<file path="src/fpa_pkg.sv">
// shared types and constants for the fixed-point alu
// no dependencies
`default_nettype none
package fpa_pkg;

    localparam int FPA_FRAC_BITS   = 8;
    localparam int FPA_QUEUE_DEPTH = 4;
    localparam int FPA_DATA_W      = 32;

    typedef enum logic [3:0] {
        OP_ADD      = 4'd0,
        OP_SUB      = 4'd1,
        OP_MUL      = 4'd2,
        OP_DIV      = 4'd3,
        OP_GT       = 4'd4,
        OP_LT       = 4'd5,
        OP_GE       = 4'd6,
        OP_LE       = 4'd7,
        OP_EQ       = 4'd8,
        OP_NE       = 4'd9,
        OP_MIN      = 4'd10,
        OP_MAX      = 4'd11,
        OP_INC      = 4'd12,
        OP_DEC      = 4'd13,
        OP_FROM_INT = 4'd14,
        OP_TO_INT   = 4'd15
    } fpa_op_t;

    // one classified transaction as it travels from front to back
    typedef struct packed {
        fpa_op_t                       op;
        logic signed [FPA_DATA_W-1:0]  a;
        logic signed [FPA_DATA_W-1:0]  b;
        logic                          div_zero;
        logic                          div_run;
    } fpa_item_t;

endpackage
`default_nettype wire

</file>
<file path="src/fpa_front.sv">
// front end: accepts input transactions and classifies them for the back end
// depends on fpa_pkg
`default_nettype none
module fpa_front (
    input  wire logic                      in_valid,
    output logic                           in_ready,
    input  wire logic [3:0]                opcode,
    input  wire logic signed [31:0]        operand_a,
    input  wire logic signed [31:0]        operand_b,
    input  wire logic                      q_full,
    output logic                           q_push,
    output fpa_pkg::fpa_item_t             q_item
);
    import fpa_pkg::*;

    logic b_zero;

    assign b_zero   = (operand_b == '0);
    assign in_ready = !q_full;
    assign q_push   = in_valid && !q_full;

    always_comb
    begin
        q_item.op       = fpa_op_t'(opcode);
        q_item.a        = operand_a;
        q_item.b        = operand_b;
        // divide by zero resolves without the iterative divider
        q_item.div_zero = (fpa_op_t'(opcode) == OP_DIV) && b_zero;
        q_item.div_run  = (fpa_op_t'(opcode) == OP_DIV) && !b_zero;
    end

endmodule
`default_nettype wire

</file>
<file path="src/fpa_queue.sv">
// small fifo between front and back end
// depends on fpa_pkg
`default_nettype none
module fpa_queue #(
    parameter int DEPTH = fpa_pkg::FPA_QUEUE_DEPTH
) (
    input  wire logic                 clk,
    input  wire logic                 rst_n,
    input  wire logic                 push,
    input  wire fpa_pkg::fpa_item_t   push_item,
    output logic                      full,
    input  wire logic                 pop,
    output logic                      head_valid,
    output fpa_pkg::fpa_item_t        head_item
);
    import fpa_pkg::*;

    localparam int PW = (DEPTH > 1) ? $clog2(DEPTH) : 1;
    localparam int CW = $clog2(DEPTH + 1);

    fpa_item_t        mem_reg [DEPTH];
    logic [PW-1:0]    wr_ptr_reg, wr_ptr_next;
    logic [PW-1:0]    rd_ptr_reg, rd_ptr_next;
    logic [CW-1:0]    count_reg, count_next;

    assign full       = (count_reg == CW'(DEPTH));
    assign head_valid = (count_reg != '0);
    assign head_item  = mem_reg[rd_ptr_reg];

    always_comb
    begin
        wr_ptr_next = wr_ptr_reg;
        rd_ptr_next = rd_ptr_reg;
        count_next  = count_reg;
        if (push)
        begin
            wr_ptr_next = (wr_ptr_reg == PW'(DEPTH - 1)) ? '0 : wr_ptr_reg + 1'b1;
        end
        if (pop)
        begin
            rd_ptr_next = (rd_ptr_reg == PW'(DEPTH - 1)) ? '0 : rd_ptr_reg + 1'b1;
        end
        if (push && !pop)
        begin
            count_next = count_reg + 1'b1;
        end
        else if (pop && !push)
        begin
            count_next = count_reg - 1'b1;
        end
    end

    always_ff @(posedge clk or negedge rst_n)
    begin
        if (!rst_n)
        begin
            wr_ptr_reg <= '0;
            rd_ptr_reg <= '0;
            count_reg  <= '0;
        end
        else
        begin
            wr_ptr_reg <= wr_ptr_next;
            rd_ptr_reg <= rd_ptr_next;
            count_reg  <= count_next;
        end
    end

    always_ff @(posedge clk)
    begin
        if (push)
        begin
            mem_reg[wr_ptr_reg] <= push_item;
        end
    end

endmodule
`default_nettype wire

</file>
<file path="src/fpa_back.sv">
// back end: execute stage with multiplier and radix-2 divider, output register
// depends on fpa_pkg
`default_nettype none
module fpa_back #(
    parameter int FRAC_BITS = fpa_pkg::FPA_FRAC_BITS
) (
    input  wire logic                 clk,
    input  wire logic                 rst_n,
    input  wire logic                 head_valid,
    input  wire fpa_pkg::fpa_item_t   head_item,
    output logic                      head_pop,
    output logic                      out_valid,
    input  wire logic                 out_ready,
    output logic signed [31:0]        result_raw,
    output logic                      compare_true,
    output logic                      divide_by_zero
);
    import fpa_pkg::*;

    localparam int NW = 32 + FRAC_BITS;
    localparam int CW = $clog2(NW + 1);

    logic                 e_valid_reg, e_valid_next;
    fpa_item_t            e_item_reg;
    logic signed [63:0]   e_prod_reg;
    logic [CW-1:0]        div_cnt_reg, div_cnt_next;
    logic [32:0]          div_rem_reg, div_rem_next;
    logic [NW-1:0]        div_q_reg, div_q_next;
    logic [31:0]          div_d_reg;
    logic                 div_neg_reg;

    logic                 o_valid_reg, o_valid_next;
    logic signed [31:0]   o_res_reg, o_res_next;
    logic                 o_cmp_reg, o_cmp_next;
    logic                 o_dz_reg, o_dz_next;

    logic                 out_free, e_done, e_fire;
    logic [31:0]          mag_a, mag_b;
    logic [32:0]          rem_sh;
    logic                 rem_ge;
    logic signed [63:0]   prod_shift;
    logic [31:0]          quot;

    assign out_free = !o_valid_reg || out_ready;
    assign e_done   = e_valid_reg && (div_cnt_reg == '0);
    assign e_fire   = e_done && out_free;
    assign head_pop = head_valid && (!e_valid_reg || e_fire);

    assign mag_a = head_item.a[31] ? 32'(-head_item.a) : 32'(head_item.a);
    assign mag_b = head_item.b[31] ? 32'(-head_item.b) : 32'(head_item.b);

    // one quotient bit per cycle
    assign rem_sh = {div_rem_reg[31:0], div_q_reg[NW-1]};
    assign rem_ge = rem_sh >= {1'b0, div_d_reg};

    assign prod_shift = e_prod_reg >>> FRAC_BITS;
    assign quot       = div_neg_reg ? 32'(-div_q_reg[31:0]) : div_q_reg[31:0];

    always_comb
    begin
        e_valid_next = e_valid_reg;
        div_cnt_next = div_cnt_reg;
        div_rem_next = div_rem_reg;
        div_q_next   = div_q_reg;
        if (div_cnt_reg != '0)
        begin
            div_cnt_next = div_cnt_reg - 1'b1;
            div_rem_next = rem_ge ? rem_sh - {1'b0, div_d_reg} : rem_sh;
            div_q_next   = {div_q_reg[NW-2:0], rem_ge};
        end
        if (e_fire)
        begin
            e_valid_next = 1'b0;
        end
        if (head_pop)
        begin
            e_valid_next = 1'b1;
            div_cnt_next = head_item.div_run ? CW'(NW) : '0;
            div_rem_next = '0;
            div_q_next   = {mag_a, {FRAC_BITS{1'b0}}};
        end
    end

    always_comb
    begin
        o_valid_next = o_valid_reg;
        o_res_next   = o_res_reg;
        o_cmp_next   = o_cmp_reg;
        o_dz_next    = o_dz_reg;
        if (out_valid && out_ready)
        begin
            o_valid_next = 1'b0;
        end
        if (e_fire)
        begin
            o_valid_next = 1'b1;
            o_res_next   = '0;
            o_cmp_next   = 1'b0;
            o_dz_next    = 1'b0;
            unique case (e_item_reg.op)
                OP_ADD:      o_res_next = e_item_reg.a + e_item_reg.b;
                OP_SUB:      o_res_next = e_item_reg.a - e_item_reg.b;
                OP_MUL:      o_res_next = prod_shift[31:0];
                OP_DIV:
                begin
                    o_res_next = e_item_reg.div_zero ? 32'hFFFF_FFFF : quot;
                    o_dz_next  = e_item_reg.div_zero;
                end
                OP_GT:       o_cmp_next = e_item_reg.a >  e_item_reg.b;
                OP_LT:       o_cmp_next = e_item_reg.a <  e_item_reg.b;
                OP_GE:       o_cmp_next = e_item_reg.a >= e_item_reg.b;
                OP_LE:       o_cmp_next = e_item_reg.a <= e_item_reg.b;
                OP_EQ:       o_cmp_next = e_item_reg.a == e_item_reg.b;
                OP_NE:       o_cmp_next = e_item_reg.a != e_item_reg.b;
                OP_MIN:      o_res_next = (e_item_reg.a < e_item_reg.b) ? e_item_reg.a
                                                                        : e_item_reg.b;
                OP_MAX:      o_res_next = (e_item_reg.a > e_item_reg.b) ? e_item_reg.a
                                                                        : e_item_reg.b;
                OP_INC:      o_res_next = e_item_reg.a + 32'sd1;
                OP_DEC:      o_res_next = e_item_reg.a - 32'sd1;
                OP_FROM_INT: o_res_next = e_item_reg.a <<< FRAC_BITS;
                OP_TO_INT:   o_res_next = e_item_reg.a >>> FRAC_BITS;
                default:     o_res_next = '0;
            endcase
        end
    end

    always_ff @(posedge clk or negedge rst_n)
    begin
        if (!rst_n)
        begin
            e_valid_reg <= 1'b0;
            div_cnt_reg <= '0;
            o_valid_reg <= 1'b0;
        end
        else
        begin
            e_valid_reg <= e_valid_next;
            div_cnt_reg <= div_cnt_next;
            o_valid_reg <= o_valid_next;
        end
    end

    always_ff @(posedge clk)
    begin
        div_rem_reg <= div_rem_next;
        div_q_reg   <= div_q_next;
        o_res_reg   <= o_res_next;
        o_cmp_reg   <= o_cmp_next;
        o_dz_reg    <= o_dz_next;
        if (head_pop)
        begin
            e_item_reg  <= head_item;
            e_prod_reg  <= head_item.a * head_item.b;
            div_d_reg   <= mag_b;
            div_neg_reg <= head_item.a[31] ^ head_item.b[31];
        end
    end

    assign out_valid      = o_valid_reg;
    assign result_raw     = o_res_reg;
    assign compare_true   = o_cmp_reg;
    assign divide_by_zero = o_dz_reg;

endmodule
`default_nettype wire

</file>
<file path="src/fixed_point_alu_core.sv">
// top level of the q-format fixed-point alu
// depends on fpa_pkg, fpa_front, fpa_queue, fpa_back
`default_nettype none
// usage
//   input channel: in_valid / in_ready with opcode, operand_a, operand_b
//   output channel: out_valid / out_ready with result_raw, compare_true,
//   divide_by_zero; exactly one output transaction per input transaction,
//   in the order accepted
//   path: each accepted transaction passes the queue, the execute stage and
//   the output register; a divide with a nonzero divisor also runs the divider
//   throughput: one transaction per cycle unless the receiver stalls; a
//   running divide holds the execute stage until the one-bit-per-cycle
//   divider is done, while the queue keeps taking up to QUEUE_DEPTH transactions
//   reset: rst_n clears queue, execute stage and output register; nothing
//   is pending afterwards
//   receiver stall: the output register holds its transaction, the execute
//   stage then holds, and in_ready drops once the queue fills
module fixed_point_alu_core #(
    parameter int FRAC_BITS   = fpa_pkg::FPA_FRAC_BITS,
    parameter int QUEUE_DEPTH = fpa_pkg::FPA_QUEUE_DEPTH
) (
    input  wire logic                clk,
    input  wire logic                rst_n,
    input  wire logic                in_valid,
    output logic                     in_ready,
    input  wire logic [3:0]          opcode,
    input  wire logic signed [31:0]  operand_a,
    input  wire logic signed [31:0]  operand_b,
    output logic                     out_valid,
    input  wire logic                out_ready,
    output logic signed [31:0]       result_raw,
    output logic                     compare_true,
    output logic                     divide_by_zero
);
    import fpa_pkg::*;

    // front to queue
    logic        q_full;
    logic        q_push;
    fpa_item_t   q_item;

    // queue to back
    logic        head_valid;
    logic        head_pop;
    fpa_item_t   head_item;

    // front: accept and classify each transaction
    fpa_front u_front (
        .in_valid  (in_valid),
        .in_ready  (in_ready),
        .opcode    (opcode),
        .operand_a (operand_a),
        .operand_b (operand_b),
        .q_full    (q_full),
        .q_push    (q_push),
        .q_item    (q_item)
    );

    // decoupling queue so a long divide does not block acceptance
    fpa_queue #(
        .DEPTH (QUEUE_DEPTH)
    ) u_queue (
        .clk        (clk),
        .rst_n      (rst_n),
        .push       (q_push),
        .push_item  (q_item),
        .full       (q_full),
        .pop        (head_pop),
        .head_valid (head_valid),
        .head_item  (head_item)
    );

    // back: execute and hold the result until taken
    fpa_back #(
        .FRAC_BITS (FRAC_BITS)
    ) u_back (
        .clk            (clk),
        .rst_n          (rst_n),
        .head_valid     (head_valid),
        .head_item      (head_item),
        .head_pop       (head_pop),
        .out_valid      (out_valid),
        .out_ready      (out_ready),
        .result_raw     (result_raw),
        .compare_true   (compare_true),
        .divide_by_zero (divide_by_zero)
    );

endmodule
`default_nettype wire
</file>
<file path="config.mk">
export PLATFORM = sky130hd
export DESIGN_NAME = fixed_point_alu_core
export DESIGN_NICKNAME = d
export VERILOG_FILES = /design/src/fpa_pkg.sv /design/src/fpa_front.sv /design/src/fpa_queue.sv /design/src/fpa_back.sv /design/src/fixed_point_alu_core.sv
export SDC_FILE = /design/constraint.sdc
export NUM_CORES = 2
export LEC_CHECK = 0
export ABC_CLOCK_PERIOD_IN_PS = 10730
export CAP_MARGIN = 20
export CORE_AREA = 2 2 380 307
export CTS_CLUSTER_DIAMETER = 200
export DETAILED_ROUTE_END_ITERATION = 10
export DIE_AREA = 0 0 382 309
export DONT_BUFFER_PORTS = 1
export REMOVE_ABC_BUFFERS = 1
export SLEW_MARGIN = 20
export SYNTH_ARGS = -nofsm -noshare
export SYNTH_HDL_FRONTEND = slang
export SYNTH_SLANG_ARGS = --single-unit
</file>
<file path="constraint.sdc">
create_clock -name clk -period 10.73 [get_ports clk]
set_clock_uncertainty 0.15 [all_clocks]
set_input_delay 1.073 -clock clk [delete_from_list [all_inputs] [get_ports clk]]
set_output_delay 1.073 -clock clk [all_outputs]
set_load 0.03 [all_outputs]
</file>
### After elaboration in Yosys (flattened, before gate mapping)

Memories as Yosys holds them, arrays and structs flattened.
Index checks and enable logic that the tools add are counted.

* memories kept: 1
* register bits: 263
* bits in writable memories: 280
* word-level logic and storage cells: 112
* bits of input ports: 72

Memory list
* u_queue.mem_reg: words 4, bits a word 70, read ports 1, clocked after Yosys merged registers in 0, wr ports 1, RTL line fpa_queue.sv:21 `fpa_item_t mem_reg [DEPTH];`

* multiplexer cells: 24
* equality and inequality tests: 21
* add/sub/neg operators: 13
* reduce and logical (&&, ||, !) cells: 26
* magnitude comparators: 5
* multipliers: 1
* bitwise gates (word level): 1

Operator list (count)
* $pmux W32 S10: 1
* $mux W32: 6
* $neg A32 Y32: 3
* $mux W40: 2
* $sub A32 B32 Y32: 2
* $mul A32 B32 Y40: 1
* $ge A33 B32 Y1: 1
* $add A32 B2 Y32 const B: 1
* $add A32 B32 Y32: 1
* $eq A32 B32 Y1: 1
* $eq A4 B4 Y1 const B: 8
* $ge A32 B32 Y1: 1
* $gt A32 B32 Y1: 1
* $le A32 B32 Y1: 1
* $logic_not A32 Y1: 1
* $lt A32 B32 Y1: 1
* $ne A32 B32 Y1: 1
* $sub A32 B2 Y32 const B: 1
* $mux W31: 1
* $mux W6: 3
* $eq A4 B3 Y1 const B: 4
* $eq A4 B2 Y1 const B: 3
* $logic_and A1 B1 Y1: 9
* $reduce_bool A2 Y1: 4
* other kinds (18): 33

### Logic depth before layout (Yosys ltp)

* depth after elaboration: 8
* mapped depth: 38
* mapped depth without buffers: 31

### Modules after synthesis

From an unflattened synthesis, not the netlist that was laid out.

* cells, all modules: 5050
* area, all modules: 52721.8 sq um

Modules (own cells, without submodules)
* fpa_back: cells an instance 4563, sequential area each 6976.7 sq um, area an instance 41494.8 sq um, times used 1
* fpa_queue: cells an instance 403, sequential area each 8583.2 sq um, area an instance 10595.2 sq um, times used 1
* fpa_front: cells an instance 84, sequential area each 0.0 sq um, area an instance 631.9 sq um, times used 1

### Worst setup path before layout

Ideal clock, no wire load.

* kind: flip-flop to flip-flop
* start point: register u_queue.rd_ptr_reg[0]
* end point: register u_back.e_prod_reg[38], data pin
* path slack: 1.860 ns
* required time: 10.322 ns
* stages on the path, launching flop included: 34
* arrival: 8.463 ns
* cells stage by stage: dfrtp_1 -> buf_6 -> buf_6 -> buf_6 -> buf_6 -> buf_6 -> mux2_2 -> o21ai_0 -> clkbuf_1 -> clkbuf_1 -> nor2_1 -> fa_1 -> fa_1 -> fa_1 -> inv_1 -> fa_1 -> inv_1 -> fa_1 -> fa_1 -> fa_1 -> inv_1 -> fa_1 -> inv_1 -> ha_1 -> a211o_1 -> a211o_1 -> a211oi_1 -> o31a_1 -> o21ai_1 -> a31oi_1 -> o211ai_1 -> a21o_1 -> a21oi_1 -> xnor2_1

* word-level cells in the longest chain between the ends: 2

Ends and longest elaborated chain
* start, declared: RTL line fpa_queue.sv:23 `logic [PW-1:0] rd_ptr_reg, rd_ptr_next;`
* start signal, assigned: RTL line fpa_queue.sv:64 `rd_ptr_reg <= rd_ptr_next;`
* $mem_v2 Z4 W70
* $mul A32 B32 Y40: RTL line fpa_back.sv:154 `e_prod_reg <= head_item.a * head_item.b;`
* end signal, assigned: RTL line fpa_back.sv:154
* end, declared: RTL line fpa_back.sv:25 `logic signed [63:0] e_prod_reg;`

Every way passes these cells.
A chain may end at the register's enable or synchronous reset.

### Final worst setup path

Ends and elaborated chain as after synthesis.

==> results.toml <==
[logic_synthesis]
synth_edf_count = 479
avgSynthCellArea_sq_um = 10.0
ys_seq_area_frac = 0.304
ys_warn_count = 0
synth-main-ff-cell = "edfxtp_1"
synth_area_sq_um = 51100
netlist_instances = 5099
ys_types = 94
synthArstFlopShare = 0.0281
ys_ff_latch = 534

[detailed_routing]
first_pass_iters = 6
ant_nets = 0
drtIter0Drc = 4147
routed_wl_um = 167000
wire_per_inst_um = 25.1
vias = 38000
vias_per_cell = 5.73
drc_errors = 0

[sta]
setup_viol = 0
fin_tns_setup_ns = 0
period_share = 0.920
slew_violations = 0
hold_viol_final = 0
max_freq_ghz = 0.101
grt_setup_unrepaired = "false"
slew_headroom = 0.215
worstMarginPinSlew_ns = 1.18
fin_crit_ns = 9.87

[job]
cap_violations = 0

[final_layout]
layout_commonest_cell = "inv_1"
largest_register_ffs = 280
multi_input_area_sq_um = 31600
finalInstanceArea_sq_um = 55200
final_cell_mix = "inv_1 (815), fa_1 (646), nor2_1 (560)"
syn2layout_area_growth_pct = 7.97
seq_area_sq_um = 15600
layout-drive-gt1-share = 0.0786
fillers = 10500
fin_nets = 6041

[min_path]
min_path_type = "input pin to async pin"

[grt]
grt_max_degree = 95
grt_usage = 0.285
grt_pass1_vias = 38100
grt_antenna_before_repair = 8
gr-total-overflow = 0
grt_pass1_wl_um = 250000

[place]
placed_cell_area_sq_um = 53200
gp_congestion = 0.989
dpl.hpwl_um = 127000
placement.io_buffers = 0

[floorplan]
core_area_sq_um = 114000
dieHeight_um = 309
die_x_um = 382
start_util = 0.448
io_pins = 108
dieArea_sq_um = 118000
rows = 111

[critical_path]
cp-end-kind = "flop"
crit_path_start_kind = "flop"
arrival_ns = 10.13
slowest_stage = "dfrtp_4"
worstPathRequired_ns = 10.99
cp_max_fo = 31
reg2reg_depth = 28
critPathMaxStageDelay_ns = 0.79
crit_top_cell = "fa_1"
crit_type = "flop to flop"

[clock_network]
cts_buffers = 59
clkLatencyLatePin_ns = 0.66
root_buffer = "clkbuf_16"
htreeDepth = 2
clockBufferDepth = 3
cts_num_sinks = 534
post_cts_buffers = 0
cts_tree = "yes"
path_clk_slew_ns = 0.08

[outcome]
status = "finished clean"
metal layers:
| layer | GRT usage | vias up | share of wire |
|---|---|---|---|
| li1 | - | 16600 | - |
| met1 | 0.420 | 19000 | 0.43 |
| met5 | 0 | - | 0.00028 |
| met4 | 0.0845 | 4 | 0.033 |
| met3 | 0.0728 | 299 | 0.12 |
| met2 | 0.412 | 2089 | 0.41 |
cell families (layout without fill, tap and decap cells):
family          after synthesis  after routing  synth area share
other cells                   0              2                 0
simple gates               1440           1440             0.123
flops                       534            534             0.304
compound gates              730            730            0.0934
fa+ha+maj                   907            907             0.317
mux                         154            154            0.0358
xor+xnor                    268            268            0.0459
buf+inv                    1066           1080            0.0803
worst max-delay path: cells and delay by family, from the launching register on:
| family | cells | cell delay (ns) |
|---|---|---|
| flops | 1 | 0.79 |
| buf+inv | 6 | 0.94 |
| xor+xnor | 1 | 0.14 |
| compound gates | 7 | 2.04 |
| simple gates | 4 | 0.75 |
| fa+ha+maj | 9 | 4.38 |
| mux | 1 | 0.38 |
cell usage after synthesis (9+ instances only):
library cell	count	area share
nor2b_1	22	0.0027
o21ai_0	170	0.017
mux2i_1	78	0.015
or3_1	13	0.0016
a311oi_1	11	0.0019
and3_1	17	0.0021
inv_2	13	0.00095
and2_1	56	0.0069
o21a_1	21	0.0031
o21ai_2	20	0.0034
o211ai_1	20	0.0029
o21bai_1	11	0.0016
or4_1	11	0.0016
inv_1	816	0.060
dfrtp_1	15	0.0073
a31oi_1	29	0.0035
nand2_1	524	0.038
ha_1	261	0.064
buf_2	14	0.0014
clkbuf_1	173	0.013
a21o_1	55	0.0081
nand3_1	84	0.0082
fa_1	646	0.25
edfxtp_1	479	0.28
xnor2_1	207	0.035
dfxtp_1	40	0.016
mux2_2	52	0.011
nor3_1	36	0.0035
nor4_1	21	0.0026
a221oi_1	17	0.0029
nand4_1	22	0.0027
nand2b_1	23	0.0028
a211oi_1	20	0.0029
a22oi_1	20	0.0029
buf_1	25	0.0018
mux4_2	16	0.0070
o31ai_1	19	0.0028
nor2_1	563	0.041
a21oi_1	185	0.018
a221o_1	26	0.0051
buf_4	9	0.0013
o21ai_1	26	0.0025
xor2_1	61	0.010
per-stage QoR:
step | hold WS [ns] | std cells | util | setup slack, ns
floorplan | 0.295 | 4871 | - | -1.80
global placement | 0.307 | 6525 | 0.467 | 1.13
detailed placement | 0.313 | 6525 | 0.467 | 0.944
CTS | 0.309 | 6638 | 0.484 | 0.910
global route | 0.240 | 6638 | 0.484 | 0.499
finish | 0.217 | 6640 | 0.484 | 0.861
cell type report:
type,instances,share of cell area
diodes,2,0.0000907
clock buffers,70,0.0277
clock inverters,42,0.00791
inverters,838,0.0571
multi-input cells,3499,0.573
flip-flops and latches,534,0.282
well taps,1525,0.0346
repair buffers,130,0.0181
worst paths after layout:
check | startpoint | to | slack [ns]
max | u_queue.rd_ptr_reg[0] | u_back.e_prod_reg[38] | 0.86
min | rst_n | u_queue.count_reg[2] | 0.22
max reg2reg | u_queue.rd_ptr_reg[0] | u_back.e_prod_reg[38] | 0.86
min reg2reg | u_back.div_q_reg[1] | u_back.div_q_reg[1] | 0.32
max in group asynchronous | rst_n | u_queue.rd_ptr_reg[1] | 9.83
min in group clk | u_back.div_q_reg[1] | u_back.div_q_reg[1] | 0.32
repair_timing:
item	CTS	global route
endpoints found under the hold margin	15	0
resized for setup	0	0
hold buffers	1	0
Power is left out: the tool's default activity adds up to more than one toggle a clock period on the data nets, which glitch-free logic cannot reach.
